## config.mk

```make
export PLATFORM = sky130hd
export DESIGN_NAME = attention_state_warning_tracker
export DESIGN_NICKNAME = d
export VERILOG_FILES = /design/src/design/aswt_pkg.sv /design/src/design/aswt_median.sv /design/src/design/attention_state_warning_tracker.sv
export VERILOG_INCLUDE_DIRS = /design/src /design/src/design
export SDC_FILE = /design/constraint.sdc
export NUM_CORES = 2
export LEC_CHECK = 0
export ABC_AREA = 1
export BUFFER_PORTS_ARGS = -buffer_cell sky130_fd_sc_hd__buf_2
export CAP_MARGIN = 20
export CORE_AREA = 2 2 323 325
export CTS_BUF_LIST = sky130_fd_sc_hd__clkbuf_4
export DETAILED_ROUTE_END_ITERATION = 12
export DIE_AREA = 0 0 325 327
export PLACE_DENSITY = 0.53
export SKIP_LAST_GASP = 1
export SLEW_MARGIN = 15
export SYNTH_ARGS = -nofsm -noshare
export SYNTH_HDL_FRONTEND = slang
export SYNTH_SLANG_ARGS = --single-unit
```

## constraint.sdc

```tcl
create_clock -name i_clk -period 12.7 [get_ports i_clk]
set_input_delay 2.54 -clock i_clk [delete_from_list [all_inputs] [get_ports i_clk]]
set_output_delay 2.54 -clock i_clk [all_outputs]
set_load 0.01 [all_outputs]
```

## src/design/attention_state_warning_tracker_assert.svh

```systemverilog
// Assertion macros shared by the tracker RTL.
`ifndef ATTENTION_STATE_WARNING_TRACKER_ASSERT_SVH
`define ATTENTION_STATE_WARNING_TRACKER_ASSERT_SVH

// Same-cycle implication, disabled while reset is low.
`define ASWT_CHECK(lbl, clk, rst_n, ante, cons, msg) \
    lbl: assert property (@(posedge clk) disable iff (!(rst_n)) (ante) |-> (cons)) \
        else $error(msg);

// Next-cycle implication, disabled while reset is low.
`define ASWT_CHECK_NEXT(lbl, clk, rst_n, ante, cons, msg) \
    lbl: assert property (@(posedge clk) disable iff (!(rst_n)) (ante) |=> (cons)) \
        else $error(msg);

`endif

```

## src/design/aswt_pkg.sv

```systemverilog
// Shared types, codes and constants of the attention state warning tracker.
package aswt_pkg;

    // Window depth default
    localparam int WINDOW_LEN_DEF = 8;

    // Attention classes
    localparam logic [1:0] ST_ATTENTIVE  = 2'd0;
    localparam logic [1:0] ST_DISTRACTED = 2'd1;
    localparam logic [1:0] ST_DROWSY     = 2'd2;

    // Warning levels
    localparam logic [1:0] LVL_NONE = 2'd0;
    localparam logic [1:0] LVL_ONE  = 2'd1;
    localparam logic [1:0] LVL_TWO  = 2'd2;

    // Warning timer steps, ms
    localparam logic [31:0] WARN1_AFTER_MS  = 32'd5000;
    localparam logic [31:0] WARN2_AFTER_MS  = 32'd20000;
    localparam logic [31:0] DECAY1_AFTER_MS = 32'd16000;
    localparam logic [31:0] DECAY2_AFTER_MS = 32'd25000;

    // Alpha of one in Q1.16
    localparam logic [16:0] ALPHA_ONE = 17'h10000;

    // Configuration register reset values
    localparam logic [15:0]        EAR_THR_RST    = 16'd1024;
    localparam logic signed [15:0] YAW_THR_RST    = 16'sd2000;
    localparam logic [15:0]        EAR_FRAMES_RST = 16'd15;
    localparam logic [15:0]        LONG_FRAMES_RST = 16'd60;
    localparam logic [15:0]        YAW_FRAMES_RST = 16'd15;
    localparam logic [15:0]        NOFACE_FRAMES_RST = 16'd30;
    localparam logic [16:0]        ALPHA_RST      = 17'd19661;
    localparam logic [31:0]        LOCK_MS_RST    = 32'd5000;

    // Configuration register indexes
    typedef enum logic [2:0] {
        REG_EAR_THR      = 3'd0,
        REG_YAW_THR      = 3'd1,
        REG_EAR_FRAMES   = 3'd2,
        REG_LONG_FRAMES  = 3'd3,
        REG_YAW_FRAMES   = 3'd4,
        REG_NOFACE_FRAMES = 3'd5,
        REG_ALPHA        = 3'd6,
        REG_LOCK_MS      = 3'd7
    } t_cfg_idx;

    // Top level sequencer
    typedef enum logic [2:0] {
        S_IDLE,
        S_START,
        S_MED,
        S_MUL,
        S_AVG,
        S_COUNT,
        S_WARN,
        S_ACT
    } t_aswt_state;

    // Median unit sequencer
    typedef enum logic [2:0] {
        M_IDLE,
        M_CAND,
        M_LOAD,
        M_SCAN,
        M_CHECK
    } t_med_state;

    // Median unit response
    typedef struct packed {
        logic               done;
        logic signed [15:0] median;
    } t_med_rsp;

    // Saturating 16-bit increment
    function automatic logic [15:0] sat_inc16(input logic [15:0] c);
        return (c == 16'hFFFF) ? c : c + 16'd1;
    endfunction

endpackage

```

## src/design/aswt_median.sv

```systemverilog
// Yaw window memory with a serial rank search for the median.
module aswt_median import aswt_pkg::*; #(
    parameter int WINDOW_LEN = WINDOW_LEN_DEF
) (
    input  logic               i_clk,
    input  logic               i_rst_n,
    input  logic               i_start,
    input  logic signed [15:0] i_yaw,
    output t_med_rsp           o_rsp
);

    localparam int PW = (WINDOW_LEN > 1) ? $clog2(WINDOW_LEN) : 1;
    localparam int FW = $clog2(WINDOW_LEN + 1);
    localparam logic [FW-1:0] FILL_MAX = FW'(WINDOW_LEN);

    t_med_state r_state, n_state;

    logic signed [15:0] r_mem [WINDOW_LEN];
    logic signed [15:0] r_rd_data;
    logic signed [15:0] r_cand;
    logic [PW-1:0]      r_wr_ptr;
    logic [PW-1:0]      r_cand_idx;
    logic [FW-1:0]      r_fill;
    logic [FW-1:0]      r_scan;
    logic [FW-1:0]      r_lt;
    logic [FW-1:0]      r_le;
    logic [FW-1:0]      k_mid;

    logic          rd_en;
    logic [PW-1:0] rd_addr;
    logic          found;

    assign k_mid = r_fill >> 1;
    // candidate is the median when rank window covers the middle index
    assign found = (r_lt <= k_mid) && (k_mid < r_le);

    // sequencer
    always_comb begin
        n_state = r_state;
        rd_en   = 1'b0;
        rd_addr = r_cand_idx;
        unique case (r_state)
            M_IDLE: begin
                if (i_start) n_state = M_CAND;
            end
            M_CAND: begin
                rd_en   = 1'b1;
                rd_addr = r_cand_idx;
                n_state = M_LOAD;
            end
            M_LOAD: begin
                rd_en   = 1'b1;
                rd_addr = '0;
                n_state = M_SCAN;
            end
            M_SCAN: begin
                if (r_scan == r_fill) begin
                    n_state = M_CHECK;
                end else begin
                    rd_en   = 1'b1;
                    rd_addr = r_scan[PW-1:0];
                end
            end
            M_CHECK: begin
                n_state = found ? M_IDLE : M_CAND;
            end
            default: n_state = M_IDLE;
        endcase
    end

    always_ff @(posedge i_clk) begin
        if (!i_rst_n) r_state <= M_IDLE;
        else          r_state <= n_state;
    end

    // window memory: one write port, one registered read port
    always_ff @(posedge i_clk) begin
        if (r_state == M_IDLE && i_start) r_mem[r_wr_ptr] <= i_yaw;
        if (rd_en) r_rd_data <= r_mem[rd_addr];
    end

    // fill level and circular write pointer
    always_ff @(posedge i_clk) begin
        if (!i_rst_n) begin
            r_fill   <= '0;
            r_wr_ptr <= '0;
        end else if (r_state == M_IDLE && i_start) begin
            if (r_fill != FILL_MAX) r_fill <= r_fill + FW'(1);
            if (r_wr_ptr == PW'(WINDOW_LEN - 1)) r_wr_ptr <= '0;
            else                                 r_wr_ptr <= r_wr_ptr + PW'(1);
        end
    end

    // rank counting over the window
    always_ff @(posedge i_clk) begin
        unique case (r_state)
            M_IDLE: begin
                r_cand_idx <= '0;
            end
            M_LOAD: begin
                r_cand <= r_rd_data;
                r_scan <= FW'(1);
                r_lt   <= '0;
                r_le   <= '0;
            end
            M_SCAN: begin
                r_lt <= r_lt + FW'(r_rd_data < r_cand);
                r_le <= r_le + FW'(r_rd_data <= r_cand);
                if (r_scan != r_fill) r_scan <= r_scan + FW'(1);
            end
            M_CHECK: begin
                if (!found) r_cand_idx <= r_cand_idx + PW'(1);
            end
            default: ;
        endcase
    end

    assign o_rsp.done   = (r_state == M_CHECK) && found;
    assign o_rsp.median = r_cand;

`include "attention_state_warning_tracker_assert.svh"

    `ASWT_CHECK(a_fill_bound, i_clk, i_rst_n, 1'b1, r_fill <= FILL_MAX, "fill above window length")
    `ASWT_CHECK(a_ptr_tracks_fill, i_clk, i_rst_n, r_fill != FILL_MAX, FW'(r_wr_ptr) == r_fill, "write pointer off fill level")
    `ASWT_CHECK_NEXT(a_done_pulse, i_clk, i_rst_n, o_rsp.done, !o_rsp.done, "median done held")

endmodule

```

## src/design/attention_state_warning_tracker.sv

```systemverilog
// Accept to result valid: an action beat passes S_START, S_ACT; a no-face frame
// S_START, S_COUNT, S_WARN; a landmark frame S_START, S_MED, S_MUL, S_AVG, S_COUNT,
// S_WARN, S_MED being the serial rank search: each candidate in turn is read from
// the window memory, then ranked through its single read port. Throughput: one item
// at a time; the next beat is taken the cycle after the result is registered. Reset
// (synchronous, active low) clears counters, timers, warnings; loads config defaults.
module attention_state_warning_tracker import aswt_pkg::*; #(
    parameter int WINDOW_LEN = WINDOW_LEN_DEF
) (
    input  logic               i_clk,
    input  logic               i_rst_n,
    // configuration write port
    input  logic               i_cfg_wr_en,
    input  logic [2:0]         i_cfg_idx,
    input  logic [31:0]        i_cfg_data,
    // input beats
    input  logic               i_in_valid,
    output logic               o_in_ready,
    input  logic               i_action,
    input  logic               i_face_found,
    input  logic [15:0]        i_eye_ratio,
    input  logic signed [15:0] i_raw_yaw,
    input  logic [31:0]        i_now_ms,
    // result beats
    output logic               o_out_valid,
    input  logic               i_out_ready,
    output logic [1:0]         o_attention_state,
    output logic [1:0]         o_warning_level,
    output logic               o_warning_raised,
    output logic signed [15:0] o_smoothed_yaw
);

    t_aswt_state r_state, n_state;

    // configuration registers
    logic [15:0]        r_ear_thr;
    logic signed [15:0] r_yaw_thr;
    logic [15:0]        r_ear_frames;
    logic [15:0]        r_long_frames;
    logic [15:0]        r_yaw_frames;
    logic [15:0]        r_noface_frames;
    logic [16:0]        r_alpha;
    logic [31:0]        r_lock_ms;

    // latched input beat
    logic               r_act;
    logic               r_face;
    logic [15:0]        r_ear;
    logic signed [15:0] r_yaw;
    logic [31:0]        r_now;

    // tracker state
    logic signed [15:0] r_med;
    logic signed [34:0] r_prod;
    logic signed [15:0] r_avg;
    logic [15:0]        r_noface_cnt;
    logic [15:0]        r_closed_cnt;
    logic [15:0]        r_away_cnt;
    logic [1:0]         r_level;
    logic [1:0]         r_prior;
    logic [31:0]        r_since;
    logic [31:0]        r_first;

    // output register
    logic               r_out_valid;
    logic [1:0]         r_out_state;
    logic [1:0]         r_out_level;
    logic               r_out_raised;
    logic signed [15:0] r_out_yaw;

    logic     in_fire;
    logic     out_free;
    logic     med_start;
    t_med_rsp med_rsp;

    logic [16:0]        alpha_c;
    logic signed [16:0] yaw_diff;
    logic signed [34:0] prod_rnd;
    logic signed [34:0] prod_shr;

    logic               cnt_closed;
    logic               cnt_away;
    logic [15:0]        n_noface_cnt;

    logic [1:0]  w_curr;
    logic [1:0]  w_shown;
    logic [31:0] w_elapsed;
    logic [31:0] w_lock_age;
    logic [1:0]  n_level;
    logic        w_raised;
    logic [31:0] n_first;
    logic [31:0] n_since;
    logic [1:0]  n_prior;

    assign in_fire   = i_in_valid && o_in_ready;
    assign out_free  = !r_out_valid || i_out_ready;
    assign med_start = (r_state == S_START) && !r_act && r_face;

    // sequencer
    always_comb begin
        n_state = r_state;
        unique case (r_state)
            S_IDLE:  if (i_in_valid) n_state = S_START;
            S_START: begin
                priority if (r_act) n_state = S_ACT;
                else if (r_face)    n_state = S_MED;
                else                n_state = S_COUNT;
            end
            S_MED:   if (med_rsp.done) n_state = S_MUL;
            S_MUL:   n_state = S_AVG;
            S_AVG:   n_state = S_COUNT;
            S_COUNT: n_state = S_WARN;
            S_WARN:  if (out_free) n_state = S_IDLE;
            S_ACT:   if (out_free) n_state = S_IDLE;
            default: n_state = S_IDLE;
        endcase
    end

    always_ff @(posedge i_clk) begin
        if (!i_rst_n) r_state <= S_IDLE;
        else          r_state <= n_state;
    end

    assign o_in_ready = (r_state == S_IDLE);

    // configuration writes
    always_ff @(posedge i_clk) begin
        if (!i_rst_n) begin
            r_ear_thr       <= EAR_THR_RST;
            r_yaw_thr       <= YAW_THR_RST;
            r_ear_frames    <= EAR_FRAMES_RST;
            r_long_frames   <= LONG_FRAMES_RST;
            r_yaw_frames    <= YAW_FRAMES_RST;
            r_noface_frames <= NOFACE_FRAMES_RST;
            r_alpha         <= ALPHA_RST;
            r_lock_ms       <= LOCK_MS_RST;
        end else if (i_cfg_wr_en) begin
            unique case (t_cfg_idx'(i_cfg_idx))
                REG_EAR_THR:       r_ear_thr       <= i_cfg_data[15:0];
                REG_YAW_THR:       r_yaw_thr       <= i_cfg_data[15:0];
                REG_EAR_FRAMES:    r_ear_frames    <= i_cfg_data[15:0];
                REG_LONG_FRAMES:   r_long_frames   <= i_cfg_data[15:0];
                REG_YAW_FRAMES:    r_yaw_frames    <= i_cfg_data[15:0];
                REG_NOFACE_FRAMES: r_noface_frames <= i_cfg_data[15:0];
                REG_ALPHA:         r_alpha         <= i_cfg_data[16:0];
                REG_LOCK_MS:       r_lock_ms       <= i_cfg_data;
                default: ;
            endcase
        end
    end

    // input beat capture; raw yaw stays with the beat until the median unit takes it
    always_ff @(posedge i_clk) begin
        if (in_fire) begin
            r_act  <= i_action;
            r_face <= i_face_found;
            r_ear  <= i_eye_ratio;
            r_yaw  <= i_raw_yaw;
            r_now  <= i_now_ms;
        end
    end

    // window median
    aswt_median #(
        .WINDOW_LEN (WINDOW_LEN)
    ) u_median (
        .i_clk   (i_clk),
        .i_rst_n (i_rst_n),
        .i_start (med_start),
        .i_yaw   (r_yaw),
        .o_rsp   (med_rsp)
    );

    // exponential average: avg + floor((alpha*(med-avg) + half) / 2^16)
    assign alpha_c  = r_alpha[16] ? ALPHA_ONE : r_alpha;
    assign yaw_diff = {r_med[15], r_med} - {r_avg[15], r_avg};
    assign prod_rnd = r_prod + 35'sd32768;
    assign prod_shr = prod_rnd >>> 16;

    always_ff @(posedge i_clk) begin
        if (r_state == S_MED && med_rsp.done) r_med <= med_rsp.median;
        if (r_state == S_MUL) r_prod <= $signed({1'b0, alpha_c}) * yaw_diff;
    end

    always_ff @(posedge i_clk) begin
        if (!i_rst_n)              r_avg <= '0;
        else if (r_state == S_AVG) r_avg <= r_avg + prod_shr[15:0];
    end

    // frame counters
    assign n_noface_cnt = r_face ? 16'd0 : sat_inc16(r_noface_cnt);
    assign cnt_closed   = r_face && (r_ear < r_ear_thr);
    assign cnt_away     = r_face ? (r_avg > r_yaw_thr) : (n_noface_cnt >= r_noface_frames);

    always_ff @(posedge i_clk) begin
        if (!i_rst_n) begin
            r_noface_cnt <= '0;
            r_closed_cnt <= '0;
            r_away_cnt   <= '0;
        end else if (r_state == S_COUNT) begin
            r_noface_cnt <= n_noface_cnt;
            r_closed_cnt <= cnt_closed ? sat_inc16(r_closed_cnt) : 16'd0;
            r_away_cnt   <= cnt_away ? sat_inc16(r_away_cnt) : 16'd0;
        end
    end

    // classification and warning timer
    always_comb begin
        w_curr = ST_ATTENTIVE;
        if (r_away_cnt >= r_yaw_frames || r_closed_cnt >= r_ear_frames) w_curr = ST_DISTRACTED;
        if (r_closed_cnt >= r_long_frames) w_curr = ST_DROWSY;

        w_elapsed = r_now - r_since;
        n_level   = r_level;
        w_raised  = 1'b0;
        n_first   = r_first;
        n_since   = r_since;
        n_prior   = r_prior;

        if (w_curr == r_prior) begin
            if (w_curr == ST_DISTRACTED) begin
                priority if (r_level == LVL_NONE && w_elapsed >= WARN1_AFTER_MS) begin
                    n_level  = LVL_ONE;
                    w_raised = 1'b1;
                    n_first  = r_now;
                end else if (r_level == LVL_ONE && w_elapsed >= WARN2_AFTER_MS) begin
                    n_level  = LVL_TWO;
                    w_raised = 1'b1;
                end
            end else begin
                if (r_level == LVL_ONE && w_elapsed >= DECAY1_AFTER_MS) n_level = LVL_NONE;
                if (r_level == LVL_TWO && w_elapsed >= DECAY2_AFTER_MS) n_level = LVL_NONE;
            end
        end else begin
            n_since = r_now;
            n_prior = w_curr;
        end

        // hold distracted for a while after the first warning
        w_lock_age = r_now - n_first;
        w_shown    = w_curr;
        if (n_level == LVL_ONE && w_lock_age < r_lock_ms) w_shown = ST_DISTRACTED;
    end

    always_ff @(posedge i_clk) begin
        if (!i_rst_n) begin
            r_level <= LVL_NONE;
            r_prior <= ST_ATTENTIVE;
            r_since <= '0;
            r_first <= '0;
        end else if (r_state == S_WARN && out_free) begin
            r_level <= n_level;
            r_prior <= n_prior;
            r_since <= n_since;
            r_first <= n_first;
        end else if (r_state == S_ACT && out_free) begin
            r_level <= LVL_NONE;
            r_since <= r_now;
            r_first <= r_now;
        end
    end

    // output register
    always_ff @(posedge i_clk) begin
        if (!i_rst_n) begin
            r_out_valid <= 1'b0;
        end else if ((r_state == S_WARN || r_state == S_ACT) && out_free) begin
            r_out_valid <= 1'b1;
        end else if (i_out_ready) begin
            r_out_valid <= 1'b0;
        end
    end

    always_ff @(posedge i_clk) begin
        if (r_state == S_WARN && out_free) begin
            r_out_state  <= w_shown;
            r_out_level  <= n_level;
            r_out_raised <= w_raised;
            r_out_yaw    <= r_face ? r_avg : 16'sd0;
        end else if (r_state == S_ACT && out_free) begin
            r_out_state  <= ST_ATTENTIVE;
            r_out_level  <= LVL_NONE;
            r_out_raised <= 1'b0;
            r_out_yaw    <= 16'sd0;
        end
    end

    assign o_out_valid       = r_out_valid;
    assign o_attention_state = r_out_state;
    assign o_warning_level   = r_out_level;
    assign o_warning_raised  = r_out_raised;
    assign o_smoothed_yaw    = r_out_yaw;

`include "attention_state_warning_tracker_assert.svh"

    `ASWT_CHECK(a_raise_level, i_clk, i_rst_n, o_out_valid && o_warning_raised, o_warning_level != LVL_NONE, "raised beat at level none")
    `ASWT_CHECK(a_state_code, i_clk, i_rst_n, o_out_valid, o_attention_state == ST_ATTENTIVE || o_attention_state == ST_DISTRACTED || o_attention_state == ST_DROWSY, "bad attention class")
    `ASWT_CHECK(a_med_wait, i_clk, i_rst_n, med_rsp.done, r_state == S_MED, "median done outside wait")

endmodule
```

# After elaboration in Yosys (flattened, before gate mapping)
# Memories as Yosys holds them, arrays and structs flattened. A register that Yosys moved wholly into a read port is not among the register bits.
# Cells that the tools add are included.
# word_totals
ff_bits,457
mem_bits_rw,128
in_bits,106
wordCells,218
n_memories,1
# memory_table
memory,depth,width,rd,rd_clocked_by_memory_dff,wr,line,rtl
u_median.r_mem,8,16,1,1,1,aswt_median.sv:18,logic signed [15:0] r_mem [WINDOW_LEN];
# classes
add_sub_neg,14
multipliers,1
order_cmp,15
n_eq_ne,40
muxes,61
bitwise,1
reduce_logical,48
# ops
operator,count
32-bit two-way mux,7
16-bit two-way mux,9
16-bit >= comparator,4
32-bit by 15-bit >= comparator with 1-bit output (second input constant),2
32-bit subtractor,2
16-bit by 1-bit adder with 16-bit output (second input constant),3
16-bit == test (second input constant),3
32-bit by 17-bit adder with 32-bit output (second input constant),1
32-bit by 13-bit >= comparator with 1-bit output (second input constant),1
32-bit by 14-bit >= comparator with 1-bit output (second input constant),1
16-bit less-than comparator,2
32-bit less-than comparator,1
18-bit by 17-bit multiplier with 32-bit output,1
2-bit AND reduction,16
3-bit == test (second input constant),10
3-bit two-way mux,10
4-bit case mux with 2 select lines,3
2-bit two-way mux,11
3-bit case mux with 7 select lines,1
3-bit by 2-bit == test with 1-bit output (second input constant),6
17-bit two-way mux,1
16-bit by 16-bit subtractor with 17-bit output,1
16-bit adder,1
16-bit > comparator,1
29 further kinds,82

# Logic depth before layout (Yosys ltp)
# logic_depth
word_depth,12
ltp_mapped,49
mapped_depth_nobuf,48

# By module
# A second synthesis with hierarchy kept.
# unflattened
cells_unflattened,5234
area_unflattened_um2,42519.5
# by_module_without_submodules
mod,n_inst,cells_each,area_each_um2,seq_area_each_um2
attention_state_warning_tracker,1,4403,33827.4,9228.9
aswt_median,1,831,8692.1,5455.2

# Worst setup path before layout
# No wires, ideal clock.
# synth_path
path_type,reg-to-reg
from,register r_med[0]
to,register r_prod[30] (data pin)
setup_ns,0.265
arrival_ns,7.327
setup_slack_ns,5.108
path_stages_with_launch,37
n_path_buf,2
synth_period_minus_slack_ns,7.592
cell_sequence,edfxtp_1 -> inv_1 -> ha_1 -> inv_1 -> fa_1 -> nand2_1 -> nand2_1 -> a21oi_1 -> o21ai_0 -> nand2_1 -> nand2_1 -> a21o_1 -> nand3_1 -> nand2_1 -> nand2_1 -> and2_1 -> clkbuf_1 -> clkbuf_1 -> nand2_1 -> fa_1 -> inv_1 -> fa_1 -> fa_1 -> fa_1 -> inv_1 -> fa_1 -> inv_1 -> fa_1 -> ha_1 -> a21oi_1 -> inv_1 -> nor2_1 -> a21boi_0 -> o211ai_1 -> a21boi_0 -> o21ai_0 -> xor2_1
# synth_between
elab_chain_len,2
# synth_rtl
item,line,rtl
start: declaration,attention_state_warning_tracker.sv:53,logic signed [15:0] r_med;
start signal: assignment,attention_state_warning_tracker.sv:181,if (r_state == S_MED && med_rsp.done) r_med <= med_rsp.median;
16-bit by 16-bit subtractor with 17-bit output,attention_state_warning_tracker.sv:176,"assign yaw_diff = {r_med[15], r_med} - {r_avg[15], r_avg};"
18-bit by 17-bit multiplier with 32-bit output,attention_state_warning_tracker.sv:182,"if (r_state == S_MUL) r_prod <= $signed({1'b0, alpha_c}) * yaw_diff;"
end signal: assignment,attention_state_warning_tracker.sv:182,
end: declaration,attention_state_warning_tracker.sv:54,logic signed [34:0] r_prod;
# No other way between the ends.
# A chain may end at the register's enable or synchronous reset.

# Worst setup path after layout
# Ends and elaborated chain as after synthesis.

==> impl_metrics.ini <==
[placement]
io_buffers = 128
hpwl_um = 84320
place.gp.congestion = 0.8916

[detailed_routing]
num_vias = 32914
routed_wl_um = 113800
routed_via_density = 4.944
dr.pass1.iters = 5
drt_iter0_markers = 1835
final_antenna_net_count = 0
drc_errors = 0
wl_per_cell_um = 17.09

[clock_tree]
htree_levels = 4
clock-sinks = 586
cts_max_path_buffers = 3
cts_made_buffers = 165
cts_tree = built
hold_buffers = 0
clk_pin_slew_ns = 0.06
worstSkewPairLatency_ns = 1.04
cts_resized = 0
cts_setup_buffers = 0
root_buffer = clkbuf_4

[finish]
multiInputGateArea_mm2 = 0.02226
area_delta_synth_final_pct = 10.88
final_common_cell = inv_1
drive_gt1_frac = 0.09215
fin_nets = 5841
layout_common_cells = 899 x inv_1, 884 x nand2_1, 433 x a21oi_1
regArea_mm2 = 0.01468
fillers = 10429

[die]
die_w_um = 325
row_count = 118
coreArea_mm2 = 0.1029
ioPinCount = 129
die_y_um = 327
dieArea_mm2 = 0.1063
initial_core_util = 0.3971

[outcome]
status = finished, final reports clean

[min_path]
hold_path.startpoint = u_median.r_cand[13]
holdCritPathClass = reg2reg

[global_route]
antenna_found_initial = 5
grt_overflow = 0
grt_usage = 0.2161
grt_first_pass_wirelength_um = 181300
grt_pass1_vias = 32394
grt_max_degree = 163

[synth]
synth_warnings = 0
ys_seq_area_frac = 0.3593
postSynthCellCount = 4961
async_flop_share = 0
synth_flop_cell = edfxtp_1
synth_edf_count = 295
synth.distinct_cells = 57
synthesis.area_mm2 = 0.04086
syn_nets = 5655
postSynthAreaPerCell_um2 = 8.237
ys_seq_elements = 586

[sta]
finalHoldViolCount = 0
slew-limit-headroom = 0.3348
slew_violations = 0
worstMarginPinSlew_ns = 0.9942
setup_viol = 0
min_period_ns = 8.646
setup_tns_ns = 0
fin_skew_ns = 0.08921
post-route-period-util = 0.6808
rsz0062_at_grt = false
fmax_mhz = 115.7

[worst_setup_path]
path_common_cell = inv_1
critPathMaxStageDelay_ns = 0.57
cp_max_fo = 16
arrival_ns = 9.39
startpoint = r_med[0]
critPathCaptureType = flop
start_kind = flop
path_class = reg2reg
required_ns = 13.45
worstReg2RegStart = r_med[0]
crit_slowest_cell = fa_1

[job]
maxCapViolations = 0
## cell type report
class / count / area share
Antenna cell: 4 / 0.0002209
Clock buffer: 249 / 0.04126
Clock inverter: 45 / 0.008340
Inverter: 917 / 0.07602
Multi-Input combinational cell: 3317 / 0.4912
Sequential cell: 586 / 0.3241
Tap cell: 1380 / 0.03811
Timing Repair Buffer: 160 / 0.02074
## routing by layer
metal | track usage | vias to the layer above | routed length (um)
li1 | - | 16649 | -
met1 | 0.2924 | 15356 | 52600
met2 | 0.3564 | 723 | 53100
met3 | 0.03306 | 186 | 5419
met4 | 0.06683 | 0 | 2688
met5 | 0 | - | 0
## critical path: cells and delay by family (launching register included)
| family | cells | cell delay, ns |
|---|---|---|
| AOI/OAI and AO/OA | 9 | 2.13 |
| xor gates and xnor gates | 1 | 0.16 |
| adders and majority gates | 9 | 3.97 |
| buffers and inverters | 9 | 0.98 |
| DFF | 1 | 0.36 |
| and+or+nand+nor | 9 | 0.74 |
## Yosys cell counts, drive strengths merged (7+ instances only)
library cell	count	area [um^2]
o21a	8	60.06
dfxtp	291	5826
o211ai	34	255.2
a211oi	12	90.09
a21oi	433	2167
nor3	57	285.3
fa	227	4544
o21ai	329	1650
clkinv	14	52.55
nand3b	10	75.07
a22oi	33	247.7
clkbuf	123	461.7
nand2	897	3397
o22ai	17	106.4
edfxtp	295	8859
a31oi	33	206.5
nor4	15	100.1
nor2	437	1660
inv	903	3392
xor2	71	629.4
buf	18	121.4
a21o	7	52.55
o21bai	25	187.7
xnor2	38	332.8
nand3	156	803.3
or2	14	87.59
nand4	69	431.7
ha	361	4517
## sequential cells by signal, summed over array words and instances, names as in the netlist, 17 cells and up
signal and count:
r_lock_ms 32, r_alpha 17, u_median.r_mem 128, r_now 32, r_first 32, r_since 32, r_prod 17
## final timing paths
path,endpoint,slack [ns],depth (start not counted)
max,r_prod[30],4.05,37
min,r_med[13],0.45,0
max reg2reg,r_prod[30],4.05,37
min reg2reg,r_med[13],0.45,0
## per-stage QoR
step	area (um^2)	std cells	worst slack, ns	util	hold slack (ns)
finish	45310	6658	4.054	0.4403	0.4525
global route	45310	6657	3.482	0.4403	0.4470
CTS	45270	6653	4.092	0.4399	0.4412
detailed placement	43020	6359	4.103	0.4181	0.4457
global placement	43000	6358	4.218	0.4178	0.4391
floorplan	40860	4961	5.108	-	0.4244
## kinds of logic (layout without fill, tap and decap cells)
group | Yosys count | after routing | synth area share
and+or+nand+nor | 1666 | 1666 | 0.1692
buffers and inverters | 1058 | 1371 | 0.09856
AOI/OAI and AO/OA | 954 | 954 | 0.1276
xor gates and xnor gates | 109 | 109 | 0.02355
adders and majority gates | 588 | 588 | 0.2217
DFF | 586 | 586 | 0.3593
other | 0 | 4 | 0
Power is not shown: default switching activity piles up to over one toggle a cycle in this logic, so the estimate is an artifact.
